**src/rtl/triac_phase_angle_fan_control_defines.svh**
```systemverilog
// Assertion macros for the triac phase-angle fan controller.
// Included by the top level; no other dependencies.
`ifndef TRIAC_PHASE_ANGLE_FAN_CONTROL_DEFINES_SVH
`define TRIAC_PHASE_ANGLE_FAN_CONTROL_DEFINES_SVH

// Condition a implies condition b in the same cycle.
`define TPAFC_ASSERT_NOW(label, clk, rst_n, a, b) \
	label: assert property (@(posedge clk) disable iff (!rst_n) (a) |-> (b)) \
		else $error("assertion failed");

// Condition a implies condition b in the next cycle.
`define TPAFC_ASSERT_NEXT(label, clk, rst_n, a, b) \
	label: assert property (@(posedge clk) disable iff (!rst_n) (a) |=> (b)) \
		else $error("assertion failed");

`endif

```
**src/rtl/tpafc_pkg.sv**
```systemverilog
// Types, constants and register codes for the triac phase-angle fan controller.
// No dependencies; used by the level queue, the top level and the testbench.
package tpafc_pkg;

	localparam int MvW     = 12;
	localparam int HystW   = 8;
	localparam int TicksW  = 8;
	localparam int LevelW  = 4;
	localparam int DelayW  = 12;

	localparam logic [LevelW-1:0] LevelSteps = 4'd10;
	localparam int QueueDepth = 2;
	localparam int QFillW = $clog2(QueueDepth + 1);
	localparam int QIdxW  = (QueueDepth > 1) ? $clog2(QueueDepth) : 1;

	localparam logic [MvW-1:0]    ArmThresholdReset = 12'd500;
	localparam logic [HystW-1:0]  HysteresisReset   = 8'd5;
	localparam logic [TicksW-1:0] TicksPerStepReset = 8'd10;

	localparam int AddrW = 4;
	localparam logic [1:0] RegArmThreshold = 2'd0;
	localparam logic [1:0] RegHysteresis   = 2'd1;
	localparam logic [1:0] RegTicksPerStep = 2'd2;

	localparam logic OpSample = 1'b0;
	localparam logic OpLevel  = 1'b1;

	typedef enum logic [1:0] {
		PhWait  = 2'd0,
		PhDelay = 2'd1,
		PhRise  = 2'd2
	} phase_t;

	typedef struct packed {
		logic              op;
		logic [MvW-1:0]    sample_mv;
		logic [LevelW-1:0] level;
	} item_t;

	typedef struct packed {
		logic              gate;
		logic [1:0]        phase;
		logic [LevelW-1:0] active_level;
		logic              level_dropped;
	} result_t;

	typedef struct packed {
		logic full;
		logic empty;
	} queue_status_t;

endpackage

```
**src/rtl/tpafc_level_queue.sv**
```systemverilog
// Small FIFO of pending fan-level requests, popped when a half cycle arms.
// Depends on tpafc_pkg.
module tpafc_level_queue (
	input  logic                         clk,
	input  logic                         arst_n,
	input  logic                         push,
	input  logic                         pop,
	input  logic [tpafc_pkg::LevelW-1:0] din,
	output logic [tpafc_pkg::LevelW-1:0] head,
	output tpafc_pkg::queue_status_t     status,
	output logic [tpafc_pkg::QFillW-1:0] fill
);

	logic [tpafc_pkg::LevelW-1:0] entry_q [tpafc_pkg::QueueDepth];
	logic [tpafc_pkg::QFillW-1:0] fill_q;

	assign status.full  = (fill_q == tpafc_pkg::QFillW'(tpafc_pkg::QueueDepth));
	assign status.empty = (fill_q == '0);
	assign head = entry_q[0];
	assign fill = fill_q;

	always_ff @(posedge clk or negedge arst_n) begin
		if (!arst_n) begin
			fill_q <= '0;
		end else if (pop && !status.empty) begin
			fill_q <= fill_q - 1'b1;
		end else if (push && !status.full) begin
			fill_q <= fill_q + 1'b1;
		end
	end

	// Entries shift toward the head on a pop; pushes write at the fill point.
	always_ff @(posedge clk) begin
		if (pop && !status.empty) begin
			for (int i = 0; i < tpafc_pkg::QueueDepth - 1; i++) begin
				entry_q[i] <= entry_q[i+1];
			end
		end else if (push && !status.full) begin
			entry_q[fill_q[tpafc_pkg::QIdxW-1:0]] <= din;
		end
	end

endmodule

```
**src/rtl/triac_phase_angle_fan_control.sv**
```systemverilog
// Triac phase-angle fan control: one result out for each request accepted.
// A result is registered in the output buffer when its request is accepted.
// Throughput: one request per cycle; a two-entry output buffer lets input run on
// while a result waits. Stalls only when both output entries are held.
// Reset (arst_n low) idles the phase, turns the gate off, empties the level
// queue and restores the register defaults.
`include "triac_phase_angle_fan_control_defines.svh"

module triac_phase_angle_fan_control (
	input  logic                        clk,
	input  logic                        arst_n,
	input  logic                        item_valid,
	output logic                        item_ready,
	input  tpafc_pkg::item_t            item,
	output logic                        result_valid,
	input  logic                        result_ready,
	output tpafc_pkg::result_t          result,
	input  logic                        psel,
	input  logic                        penable,
	input  logic                        pwrite,
	input  logic [tpafc_pkg::AddrW-1:0] paddr,
	input  logic [31:0]                 pwdata,
	output logic [31:0]                 prdata,
	output logic                        pready
);

	// Configuration registers.
	logic [tpafc_pkg::MvW-1:0]    thr_q;
	logic [tpafc_pkg::HystW-1:0]  hyst_q;
	logic [tpafc_pkg::TicksW-1:0] ticks_q;
	logic                         cfg_wr;

	assign pready = 1'b1;
	assign cfg_wr = psel && penable && pwrite;

	always_ff @(posedge clk or negedge arst_n) begin
		if (!arst_n) begin
			thr_q   <= tpafc_pkg::ArmThresholdReset;
			hyst_q  <= tpafc_pkg::HysteresisReset;
			ticks_q <= tpafc_pkg::TicksPerStepReset;
		end else if (cfg_wr) begin
			unique case (paddr[3:2])
				tpafc_pkg::RegArmThreshold: thr_q   <= pwdata[tpafc_pkg::MvW-1:0];
				tpafc_pkg::RegHysteresis:   hyst_q  <= pwdata[tpafc_pkg::HystW-1:0];
				tpafc_pkg::RegTicksPerStep: ticks_q <= pwdata[tpafc_pkg::TicksW-1:0];
				default: ;
			endcase
		end
	end

	always_comb begin
		unique case (paddr[3:2])
			tpafc_pkg::RegArmThreshold: prdata = {20'd0, thr_q};
			tpafc_pkg::RegHysteresis:   prdata = {24'd0, hyst_q};
			tpafc_pkg::RegTicksPerStep: prdata = {24'd0, ticks_q};
			default:                    prdata = '0;
		endcase
	end

	// Control state.
	tpafc_pkg::phase_t             phase_q, phase_d;
	logic                          gate_q, gate_d;
	logic [tpafc_pkg::MvW-1:0]     last_q, last_d;
	logic [tpafc_pkg::DelayW-1:0]  delay_q, delay_d;
	logic [tpafc_pkg::LevelW-1:0]  level_q, level_d;

	logic                          accept, is_sample, is_level;
	logic [tpafc_pkg::MvW-1:0]     s;
	logic                          arm;
	logic [tpafc_pkg::LevelW-1:0]  taken, clamped, steps_left;
	logic [tpafc_pkg::DelayW-1:0]  delay_arm;
	logic [tpafc_pkg::MvW-1:0]     diff;
	logic                          q_pop;
	logic [tpafc_pkg::LevelW-1:0]  q_head;
	tpafc_pkg::queue_status_t      q_status;
	logic [tpafc_pkg::QFillW-1:0]  q_fill;
	tpafc_pkg::result_t            res_d;

	assign accept    = item_valid && item_ready;
	assign is_sample = accept && (item.op == tpafc_pkg::OpSample);
	assign is_level  = accept && (item.op == tpafc_pkg::OpLevel);
	assign s         = item.sample_mv;

	assign arm     = (last_q > s) && (s > thr_q);
	assign taken   = q_status.empty ? level_q : q_head;
	assign clamped = (taken > tpafc_pkg::LevelSteps) ? tpafc_pkg::LevelSteps : taken;
	assign steps_left = tpafc_pkg::LevelSteps - clamped;
	assign delay_arm  = {8'd0, steps_left} * {4'd0, ticks_q};
	assign diff = (last_q > s) ? (last_q - s) : (s - last_q);

	tpafc_level_queue u_queue (
		.clk    (clk),
		.arst_n (arst_n),
		.push   (is_level),
		.pop    (q_pop),
		.din    (item.level),
		.head   (q_head),
		.status (q_status),
		.fill   (q_fill)
	);

	// Next phase.
	always_comb begin
		phase_d = phase_q;
		if (is_sample) begin
			unique case (phase_q)
				tpafc_pkg::PhWait:  if (arm && clamped != '0) phase_d = tpafc_pkg::PhDelay;
				tpafc_pkg::PhDelay: if (delay_q == '0) phase_d = tpafc_pkg::PhRise;
				tpafc_pkg::PhRise:  if (last_q < s) phase_d = tpafc_pkg::PhWait;
				default:            phase_d = tpafc_pkg::PhWait;
			endcase
		end
	end

	// Gate, delay counter, level and queue pop.
	always_comb begin
		gate_d  = gate_q;
		delay_d = delay_q;
		level_d = level_q;
		q_pop   = 1'b0;
		if (is_sample) begin
			unique case (phase_q)
				tpafc_pkg::PhWait: begin
					if (arm) begin
						q_pop   = !q_status.empty;
						level_d = clamped;
						// Full level keeps the gate as it is; anything lower drops it.
						if (clamped != tpafc_pkg::LevelSteps) gate_d = 1'b0;
						if (clamped != '0) delay_d = delay_arm;
					end
				end
				tpafc_pkg::PhDelay: begin
					if (delay_q == '0) gate_d = 1'b1;
					else delay_d = delay_q - 1'b1;
				end
				tpafc_pkg::PhRise: ;
				default: gate_d = 1'b0;
			endcase
		end
	end

	assign last_d = (is_sample && (diff > {4'd0, hyst_q})) ? s : last_q;

	always_ff @(posedge clk or negedge arst_n) begin
		if (!arst_n) begin
			phase_q <= tpafc_pkg::PhWait;
			gate_q  <= 1'b0;
			last_q  <= '0;
			delay_q <= '0;
			level_q <= '0;
		end else begin
			phase_q <= phase_d;
			gate_q  <= gate_d;
			last_q  <= last_d;
			delay_q <= delay_d;
			level_q <= level_d;
		end
	end

	assign res_d.gate          = gate_d;
	assign res_d.phase         = phase_d;
	assign res_d.active_level  = level_d;
	assign res_d.level_dropped = is_level && q_status.full;

	// Two-entry output buffer; entry 0 is the head.
	tpafc_pkg::result_t ob_q [2];
	logic [1:0]         ob_cnt_q;
	logic               ob_pop;

	assign ob_pop       = result_valid && result_ready;
	assign result_valid = (ob_cnt_q != 2'd0);
	assign result       = ob_q[0];
	assign item_ready   = (ob_cnt_q != 2'd2);

	always_ff @(posedge clk or negedge arst_n) begin
		if (!arst_n) begin
			ob_cnt_q <= 2'd0;
		end else if (accept && !ob_pop) begin
			ob_cnt_q <= ob_cnt_q + 2'd1;
		end else if (!accept && ob_pop) begin
			ob_cnt_q <= ob_cnt_q - 2'd1;
		end
	end

	always_ff @(posedge clk) begin
		if (ob_pop) begin
			ob_q[0] <= (ob_cnt_q == 2'd2) ? ob_q[1] : res_d;
			if (accept) ob_q[1] <= res_d;
		end else if (accept) begin
			if (ob_cnt_q == 2'd0) ob_q[0] <= res_d;
			else ob_q[1] <= res_d;
		end
	end

	`TPAFC_ASSERT_NOW(a_fill_bound, clk, arst_n, 1'b1,
		q_fill <= tpafc_pkg::QFillW'(tpafc_pkg::QueueDepth))
	`TPAFC_ASSERT_NEXT(a_delay_done, clk, arst_n,
		is_sample && phase_q == tpafc_pkg::PhDelay && delay_q == '0,
		gate_q && phase_q == tpafc_pkg::PhRise)
	`TPAFC_ASSERT_NOW(a_level_range, clk, arst_n, result_valid,
		result.active_level <= tpafc_pkg::LevelSteps)

endmodule

```
**config.mk**
```make
export PLATFORM = sky130hd
export DESIGN_NAME = triac_phase_angle_fan_control
export DESIGN_NICKNAME = d
export VERILOG_FILES = /design/src/rtl/tpafc_pkg.sv /design/src/rtl/tpafc_level_queue.sv /design/src/rtl/triac_phase_angle_fan_control.sv
export VERILOG_INCLUDE_DIRS = /design/src /design/src/rtl
export SDC_FILE = /design/constraint.sdc
export NUM_CORES = 1
export LEC_CHECK = 0
export BUFFER_PORTS_ARGS = -buffer_cell sky130_fd_sc_hd__buf_2
export CAP_MARGIN = 15
export CORE_ASPECT_RATIO = 1.75
export CORE_MARGIN = 2
export CORE_UTILIZATION = 59
export DETAILED_ROUTE_END_ITERATION = 16
export HOLD_SLACK_MARGIN = 0.06
export PLACE_DENSITY = 0.82
export SYNTH_ARGS = -nofsm -noshare
export SYNTH_HDL_FRONTEND = slang
export SYNTH_SLANG_ARGS = --single-unit
```
**constraint.sdc**
```tcl
create_clock -name clk -period 7.59 [get_ports clk]
set_clock_uncertainty 0.2 [all_clocks]
set_input_delay 1.518 -clock clk [delete_from_list [all_inputs] [get_ports clk]]
set_output_delay 1.518 -clock clk [all_outputs]
set_load 0.01 [all_outputs]
```
After elaboration in Yosys (flattened, before gate mapping)
Memory sizes are Yosys's and may differ from the RTL's.
Cells that the tools add are included.
Word-level totals
  output and inout bits: 43
  bits in writable memories: 24
  memories kept: 2
  bits in registers: 63
Memories
  ob_q: words 2, bits a word 8, read ports 2, clocked after Yosys merged registers in 0, write ports 2, RTL line triac_phase_angle_fan_control.sv:166  | tpafc_pkg::result_t ob_q [2];
  u_queue.entry_q: words 2, bits a word 4, read ports 2, clocked after Yosys merged registers in 0, write ports 1, RTL line tpafc_level_queue.sv:14  | logic [tpafc_pkg::LevelW-1:0] entry_q [tpafc_pkg::QueueDepth];
Cells by class
  bitwise logic cells: 3
  eq/ne operators: 11
  $mul: 1
  reduce and logical (&&, ||, !) cells: 33
  magnitude comparators: 5
  mux-type cells: 52
  add/subtract/negate cells: 8
Operator list (count)
  two-way mux 12 bit: 4
  case mux 12 bit (3 select lines): 1
  two-way mux 1 bit: 27
  greater-than comparator 12 bit: 2
  two-way mux 4 bit: 6
  two-way mux 8 bit: 3
  case mux 12 bit (2 select lines): 1
  subtractor 12 bit: 2
  two-way mux 2 bit: 8
  logical AND 1 bit: 14
  greater-than comparator 12 x 8 -> 1 bit: 1
  logical NOT 12 bit: 1
  < comparator 12 bit: 1
  multiplier 4 x 8 -> 12 bit: 1
  subtractor 12 x 1 -> 12 bit (second input constant): 1
  equality test 2 bit (second input constant): 4
  logical NOT 2 bit: 4
  != test 2 bit (second input constant): 4
  nonzero test 2 bit: 4
  case mux 2 bit (3 select lines): 1
  AND reduction 2 bit: 3
  AND reduction 5 bit: 1
  adder 2 x 1 -> 2 bit (second input constant): 2
  equality test 2 x 1 -> 1 bit (second input constant): 2
  other kinds (10): 15

Logic depth before layout (Yosys ltp)
Gate-level depths: netlist of the first run.
  depth in word-level cells: 11
  mapped depth: 24
  gate-level depth less buffers: 21

Modules after synthesis
A second synthesis of the first run with hierarchy kept.
Unflattened totals
  cells, all modules: 717
  area, all modules: 6846.6 um^2
Modules (own cells, without submodules)
  triac_phase_angle_fan_control: sequential area each 2019.4 um^2, area an instance 6388.6 um^2, instances 1, cells each 687
  tpafc_level_queue: sequential area each 290.3 um^2, area an instance 457.9 um^2, instances 1, cells each 30

Worst setup path before layout of the first run
No wires, ideal clock.
  path type: input to register
  from: input port item[4] (netlist bit)
  to: register last_q[11] (netlist bit)
  path buffers: 2
  data required time: 7265 ps
  setup time: 125 ps
  data arrival time: 5149 ps
  cell stages on the path: 22
  path slack: 2116 ps
  path through: ha_1 inv_1 fa_1 nand3_1 a21oi_1 nor3_1 o31a_1 buf_6 buf_2 mux2i_1 o21ai_0 a21oi_1 xnor2_1 ha_1 nand2_1 o21ai_0 mux2i_1 a21o_1 nand3_1 mux2i_1 a41oi_2 mux2_2
Between the ends
  word-level cells in the longest chain between the ends: 4
Ends and longest elaborated chain
  from (decl): RTL line triac_phase_angle_fan_control.sv:14  | input tpafc_pkg::item_t item,
  subtractor 12 bit or greater-than comparator 12 bit (tied branches): RTL line triac_phase_angle_fan_control.sv:89  | assign diff = (last_q > s) ? (last_q - s) : (s - last_q);
  two-way mux 12 bit *: RTL line triac_phase_angle_fan_control.sv:89
  greater-than comparator 12 x 8 -> 1 bit *: RTL line triac_phase_angle_fan_control.sv:142  | assign last_d = (is_sample && (diff > {4'd0, hyst_q})) ? s : last_q;
  logical AND 1 bit *: RTL line triac_phase_angle_fan_control.sv:142
  to (signal assigned): RTL line triac_phase_angle_fan_control.sv:154  | last_q <= last_d;
  to (decl): RTL line triac_phase_angle_fan_control.sv:63  | logic [tpafc_pkg::MvW-1:0] last_q, last_d;
Mark *: on every way between the ends. The rest lies on a longest branch, timed or not.
A chain may end at the register's enable or synchronous reset.

Worst setup path after layout of the first run
  from: input port item[4] (netlist bit)
  to: register last_q[1] (netlist bit)
Same word-level chain as after synthesis.

==> results of run 1 <==
power by group through the flow:
stage / logic, mW / clock network [mW] / registers, mW
CTS: 1.97 / 0.473 / 0.793
global placement: 1.84 / 0 / 0.785
floorplan: 1.59 / 0 / 0.761
global route: 2.25 / 0.500 / 0.813
finish: 1.99 / 0.472 / 0.794
detailed placement: 1.94 / 0 / 0.800
metrics by stage:
stage | util, % | instances | power [mW] | hold slack, ps | setup slack (ps)
6_report | 64.74 | 912 | 3.254 | 312.2 | 1101
5_1_grt | 64.74 | 912 | 3.567 | 321.2 | 823.3
4_1_cts | 64.67 | 911 | 3.233 | 308.1 | 1211
3_5_place_dp | 61.93 | 895 | 2.737 | 294.5 | 872.5
3_3_place_gp | 61.93 | 895 | 2.629 | 265.7 | 1017
2_1_floorplan | - | 748 | 2.347 | 248.1 | 2116
area by class of cell:
class                      instances  area [um2]
clock buffer                      10       239.0
clock inverter                     6       75.07
fill                             902        4038
inverter                          76       285.3
multi-input combinational        533        3995
sequential                        87        2310
tap                              135       168.9
timing repair buffer              65       340.3
metal layers:
layer	part of all wire, %	up-vias	routed length [um]	global-route usage [%]
met3	3.4	64	525	4.014
met1	35	2607	5381	25.78
met4	5.5	0	851	15.32
li1	-	2563	-	-
met5	0	-	0	0
met2	57	160	8801	49.84
worst max-delay path: cells and delay by family:
| family | cells | cell delay (ps) |
|---|---|---|
| compound gates | 7 | 1890 |
| fa+ha+maj | 3 | 890 |
| mux | 4 | 830 |
| simple gates | 4 | 810 |
| buf+inv | 3 | 450 |
| xor+xnor | 1 | 150 |
registers in the layout, summed over array words and instances (netlist names):
register	flops
hyst_q	8
u_queue.fill	2
ob_q	16
phase_q	2
ob_cnt_q	2
ticks_q	8
gate_q	1
thr_q	12
level_q	4
last_q	12
delay_q	12
u_queue.entry_q	8
placed cells by master, fill, tap and decap left out, types with 3 or more instances in the layout:
cell	n
a211oi_1	3
a21o_1	9
a21oi_1	38
a22oi_1	3
a31oi_1	7
and2_1	11
buf_2	59
buf_4	5
clkbuf_16	9
conb_1	21
dfrtp_1	53
dfstp_2	10
edfxtp_1	24
fa_1	14
ha_1	65
inv_1	75
mux2_2	38
mux2i_1	33
nand2_1	48
nand2b_1	9
nand3_1	9
nand3b_1	3
nand4_1	8
nor2_1	50
nor2b_1	21
nor3_1	18
o211ai_1	4
o21a_1	5
o21ai_0	45
o31ai_1	9
or2_2	3
or3_1	4
xnor2_1	14
xor2_1	7
cell families after synthesis:
| logic type | share of synthesized area (%) |
|---|---|
| AOI/OAI and AO/OA | 13.45 |
| buffers and inverters | 9.054 |
| DFF | 33.70 |
| adders and majority gates | 15.95 |
| xor gates and xnor gates | 2.684 |
| other | 0.1096 |
| muxes | 11.06 |
| and+or+nand+nor | 13.98 |
cell usage after synthesis, drive strengths merged, types with 3 or more instances:
cell,number
inv,76
ha,65
dfrtp,53
nor2,50
nand2,49
o21ai,46
buf,42
a21oi,39
mux2,38
mux2i,33
edfxtp,24
nor2b,21
nor3,18
fa,14
xnor2,14
and2,11
clkbuf,10
dfstp,10
nand3,10
a21o,9
nand2b,9
nand4,9
o31ai,9
a31oi,7
xor2,7
o21a,5
or3,5
o211ai,4
a211oi,3
a22oi,3
nand3b,3
or2,3
worst max path at each step:
stage	start	slack [ps]	cells past startpoint	to
finish	item[4]	1100	22	last_q[1]
global route	item[4]	820	22	last_q[2]
CTS	item[4]	1210	22	last_q[1]
detailed placement	item[4]	870	22	last_q[1]
global placement	item[4]	1020	22	last_q[1]
floorplan	item[4]	2120	22	last_q[11]
==> impl_metrics.tcl, run 1 <==
set metrics [dict create \
    max_cap_viol_count 0 \
    worstPathRequired_ps 7660 \
    track_usage_pct 26.21 \
    p_comb_share_pct 61.1 \
    cts-hold-fix-buffers 0 \
    status "finished clean" \
    drt-pass1-iter-count 5 \
    synthArstFlopShare_pct 72.41 \
    syn_inst 729 \
    grt_pass1_wl_um 26190 \
    grt-ovfl-total 0 \
    syn_avg_cell_area_um2 9.402 \
    die_h_um 146.6 \
    crit_path_max_incr_delay_ps 740 \
    hold_viol 0 \
    cts_sinks 87 \
    cts_tree "built" \
    drt_iter0_markers 180 \
    cpMostUsedCell "mux2i_1" \
    r2r_slack_ps 1480 \
    via_per_inst 5.914 \
    p_leak_nw 3.525 \
    synth_edf_count 24 \
    worstSetupPathType "in2reg" \
    coreArea_um2 11450 \
    diodes 0 \
    fin_crit_sh_pct 85.50 \
    drive_above_1_share_pct 18.15 \
    fmax_mhz 154.1 \
    post_cts_buffers 0 \
    cts_buffers 9 \
    min_period_ps 6489 \
    p_int_mw 1.782 \
    vias 5394 \
    end_kind "register" \
    rsz0062_at_grt "false" \
    hp-start "ob_cnt_q[1]" \
    crit_chain "buf_2 > ha_1 > inv_1 > fa_1 > nand3_1 > a21oi_1 > nor3_1 > o31a_1 > mux2_2 > nand2_1 > o211ai_1 > xnor2_1 > ha_1 > a21oi_1 > o21ai_0 > mux2i_1 > a21o_1 > nand3_1 > mux2i_1 > a41oi_2 > buf_4 > mux2i_1" \
    routed_wl_um 15560 \
    tns_ps 0 \
    ios 103 \
    swShare_pct 45.24 \
    holdPathStages 1 \
    die_area_um2 12530 \
    worst-path-max-fanout 15 \
    final-setup-viol-count 0 \
    cts_max_level 3 \
    yosysSeqAreaShare_pct 33.70 \
    synth_top_cell_by_area "dfrtp_1" \
    synthTopCellsByArea "dfrtp_1, ha_1, edfxtp_1" \
    peakVddDrop_v 0.0002799 \
    nNetsFinal 911 \
    worstReg2RegEnd "delay_q[10]" \
    die_width_um 85.48 \
    switchingPower_mw 1.472 \
    cts.path.max_buffers 2 \
    antenna_found_initial 0 \
    yosys_register_bits 87 \
    p_per_area_nw_per_um2 438.9 \
    p_clk_share_pct 14.5 \
    tightest_slew_ps 1072 \
    drtAntennaViolNets 0 \
    wire_per_inst_um 17.06 \
    drc 0 \
    area_growth_pct 8.160 \
    placed_area_um2 7092 \
    synth_cell_type_count 62 \
    dp_hpwl_um 12130 \
    syn-cell-area_um2 6854 \
    gp_congestion 0.8572 \
    rr_worst_depth 18 \
    root_buffer "clkbuf_16" \
    grt_pass1_vias 5777 \
    yosys_most_used_dff "dfrtp_1" \
    clk_pin_slew_worst_paths_ps 70 \
    startpoint_type "input port" \
    stdcell_area_um2 7413 \
    rows 52 \
    critPathArrivalTime_ps 6560 \
    cpMaxStageDelayCell "o31a_1" \
    r2r-start "u_queue.fill[1]" \
    finalMaxSlewViolations 0 \
    yosysTopAreaCellShare_pct 19.35 \
    worst_skew_pair.late_latency_ps 350 \
    power_frac_seq_pct 24.4 \
    hold_end "ob_cnt_q[1]" \
    port_buffers 59 \
    hold_path.class "reg2reg" \
    initial_utilization_pct 59.86 \
    slew_headroom_pct 27.80 \
    grt_max_degree 64 \
    cts.repair.resized 0 \
    yosysWarnings 0 \
]
No activity file was read; power rests on OpenSTA's default activity.
==> run 2: changes to the inputs <==
CORE_UTILIZATION = 50   (was 59)
PLACE_DENSITY = 0.71   (was 0.82)
==> run 2 against run 1 <==
  * Critical path depth is the same
  * Combinational power is essentially flat
  * Register-to-register slack improved by 50 ps
  * Cell count increased by 4.3%
==> impl_metrics.tcl, run 2 (synthesis gave the netlist of run 1 again) <==
set metrics [dict create \
    status "finished clean" \
    wl_met1_um 5582 \
    top_layer_used "met4" \
    cts.path.max_buffers 2 \
    fmax_mhz 159.3 \
    worstReg2RegEnd "delay_q[10]" \
    diodes 0 \
    cpMostUsedCell "mux2i_1" \
    routed_wl_um 15590 \
    met3_length_um 540 \
    tns_ps 0 \
    holdPathStages 1 \
    hp-start "ob_cnt_q[1]" \
    hold_end "ob_cnt_q[1]" \
    cts_buffers 9 \
    fin_crit_sh_pct 82.70 \
    cts_sinks 87 \
    grt_pass1_vias 5534 \
    grt_pass1_wl_um 25100 \
    hold_path.class "reg2reg" \
    regMostFlops "ob_q" \
    cts-hold-fix-buffers 0 \
    root_buffer "clkbuf_16" \
    cts.repair.resized 0 \
    route.met2.wl_um 8836 \
    die_width_um 92.51 \
    cts_tree "built" \
    final-setup-viol-count 0 \
    grt-ovfl-total 0 \
    nNetsFinal 911 \
    wire_per_inst_um 16.39 \
    cts_max_level 3 \
    drtAntennaViolNets 0 \
    hold_viol 0 \
    slew_headroom_pct 25.06 \
    rsz0062_at_grt "false" \
    clk_pin_slew_worst_paths_ps 70 \
    worst-path-max-fanout 15 \
    initial_utilization_pct 51.22 \
    drive_above_1_share_pct 18.02 \
    drt_iter0_markers 168 \
    vias 5323 \
    dp_hpwl_um 12180 \
    area_growth_pct 8.981 \
    worstSetupPathType "in2reg" \
    ios 103 \
    via_per_inst 5.597 \
    finalMaxSlewViolations 0 \
    p_per_area_nw_per_um2 435.5 \
    antenna_found_initial 0 \
    final_cell_mix "inv_1, ha_1, buf_2" \
    gp_congestion 0.8449 \
    coreArea_um2 13380 \
    final_common_cell "inv_1" \
    die_area_um2 14700 \
    dp_slack_ps 1023 \
    post_cts_buffers 0 \
    peakVddDrop_v 0.0002045 \
    r2r_slack_ps 1530 \
    drt-pass1-iter-count 5 \
    startpoint_type "input port" \
    totalPowerFinal_mw 3.253 \
    cpMaxStageDelayCell "o31a_1" \
    worstPathRequired_ps 7660 \
    crit_path_max_incr_delay_ps 710 \
    die_h_um 158.9 \
    drc 0 \
    track_usage_pct 21.47 \
    largest_reg_flops 16 \
    grt_max_degree 64 \
    r2r-start "u_queue.fill[1]" \
    worst_skew_pair.late_latency_ps 350 \
    tightest_slew_ps 1119 \
    port_buffers 59 \
    rows 56 \
    max_cap_viol_count 0 \
    rr_worst_depth 18 \
    end_kind "register" \
    fin_ws_ps 1313 \
    crit_chain "buf_2 > ha_1 > inv_1 > fa_1 > nand3_1 > a21oi_1 > nor3_1 > o31a_1 > mux2_2 > nand2_1 > o211ai_1 > xnor2_1 > ha_1 > a21oi_1 > o21ai_0 > mux2i_1 > a21o_1 > nand3b_1 > mux2i_1 > a41oi_2 > buf_4 > mux2i_1" \
    critPathArrivalTime_ps 6350 \
    min_period_ps 6277 \
    p_leak_nw 3.523 \
]
==> run 2: critical path, delay by kind of cell <==
kind / cells / cell delay (ps)
multiplexers: 4 / 860
adder cells (fa/ha/maj): 3 / 870
buffers and inverters: 3 / 440
AO/OA/AOI/OAI: 7 / 1660
XOR/XNOR: 1 / 150
AND/OR/NAND/NOR: 4 / 830
==> run 2: worst max path at each step <==
| stage | start | endpoint | cells past startpoint |
|---|---|---|---|
| floorplan | item[4] | last_q[11] | 22 |
| global placement | item[4] | last_q[1] | 22 |
| detailed placement | item[4] | last_q[1] | 22 |
| CTS | item[4] | last_q[1] | 22 |
| global route | item[5] | last_q[1] | 21 |
| finish | item[4] | last_q[1] | 22 |
==> run 2: metal layers <==
layer  vias up  GRT usage (%)
li1       2555              -
met1      2579          20.89
met2       148          41.87
met3        41          3.843
met4         0          10.24
met5         -              0
==> run 2: final cells by class <==
| class | count | area (um2) |
|---|---|---|
| Fill cell | 1205 | 5913 |
| Sequential cell | 87 | 2310 |
| Timing Repair Buffer | 65 | 340.3 |
| Clock inverter | 6 | 92.59 |
| Clock buffer | 10 | 229.0 |
| Tap cell | 174 | 217.7 |
| Multi-Input combinational cell | 533 | 3995 |
| Inverter | 76 | 285.3 |
==> run 2: per-stage QoR <==
stage	hold WS, ps	cells	util [%]	cell area, um2
6_report	302.9	951	55.82	7470
5_1_grt	335.5	951	55.82	7470
4_1_cts	309.4	950	55.76	7462
3_5_place_dp	296.3	934	53.36	7141
3_3_place_gp	263.7	934	53.36	7141
2_1_floorplan	248.1	748	-	6925
==> run 2: power by group <==
| group | total [mW] | leakage (nW) | internal (mW) | switching, mW |
|---|---|---|---|---|
| clock | 0.487 | 0.155 | 0.292 | 0.195 |
| sequential | 0.794 | 0.982 | 0.677 | 0.117 |
| combinational | 1.97 | 2.39 | 0.832 | 1.14 |
| total | 3.25 | 3.52 | 1.80 | 1.45 |
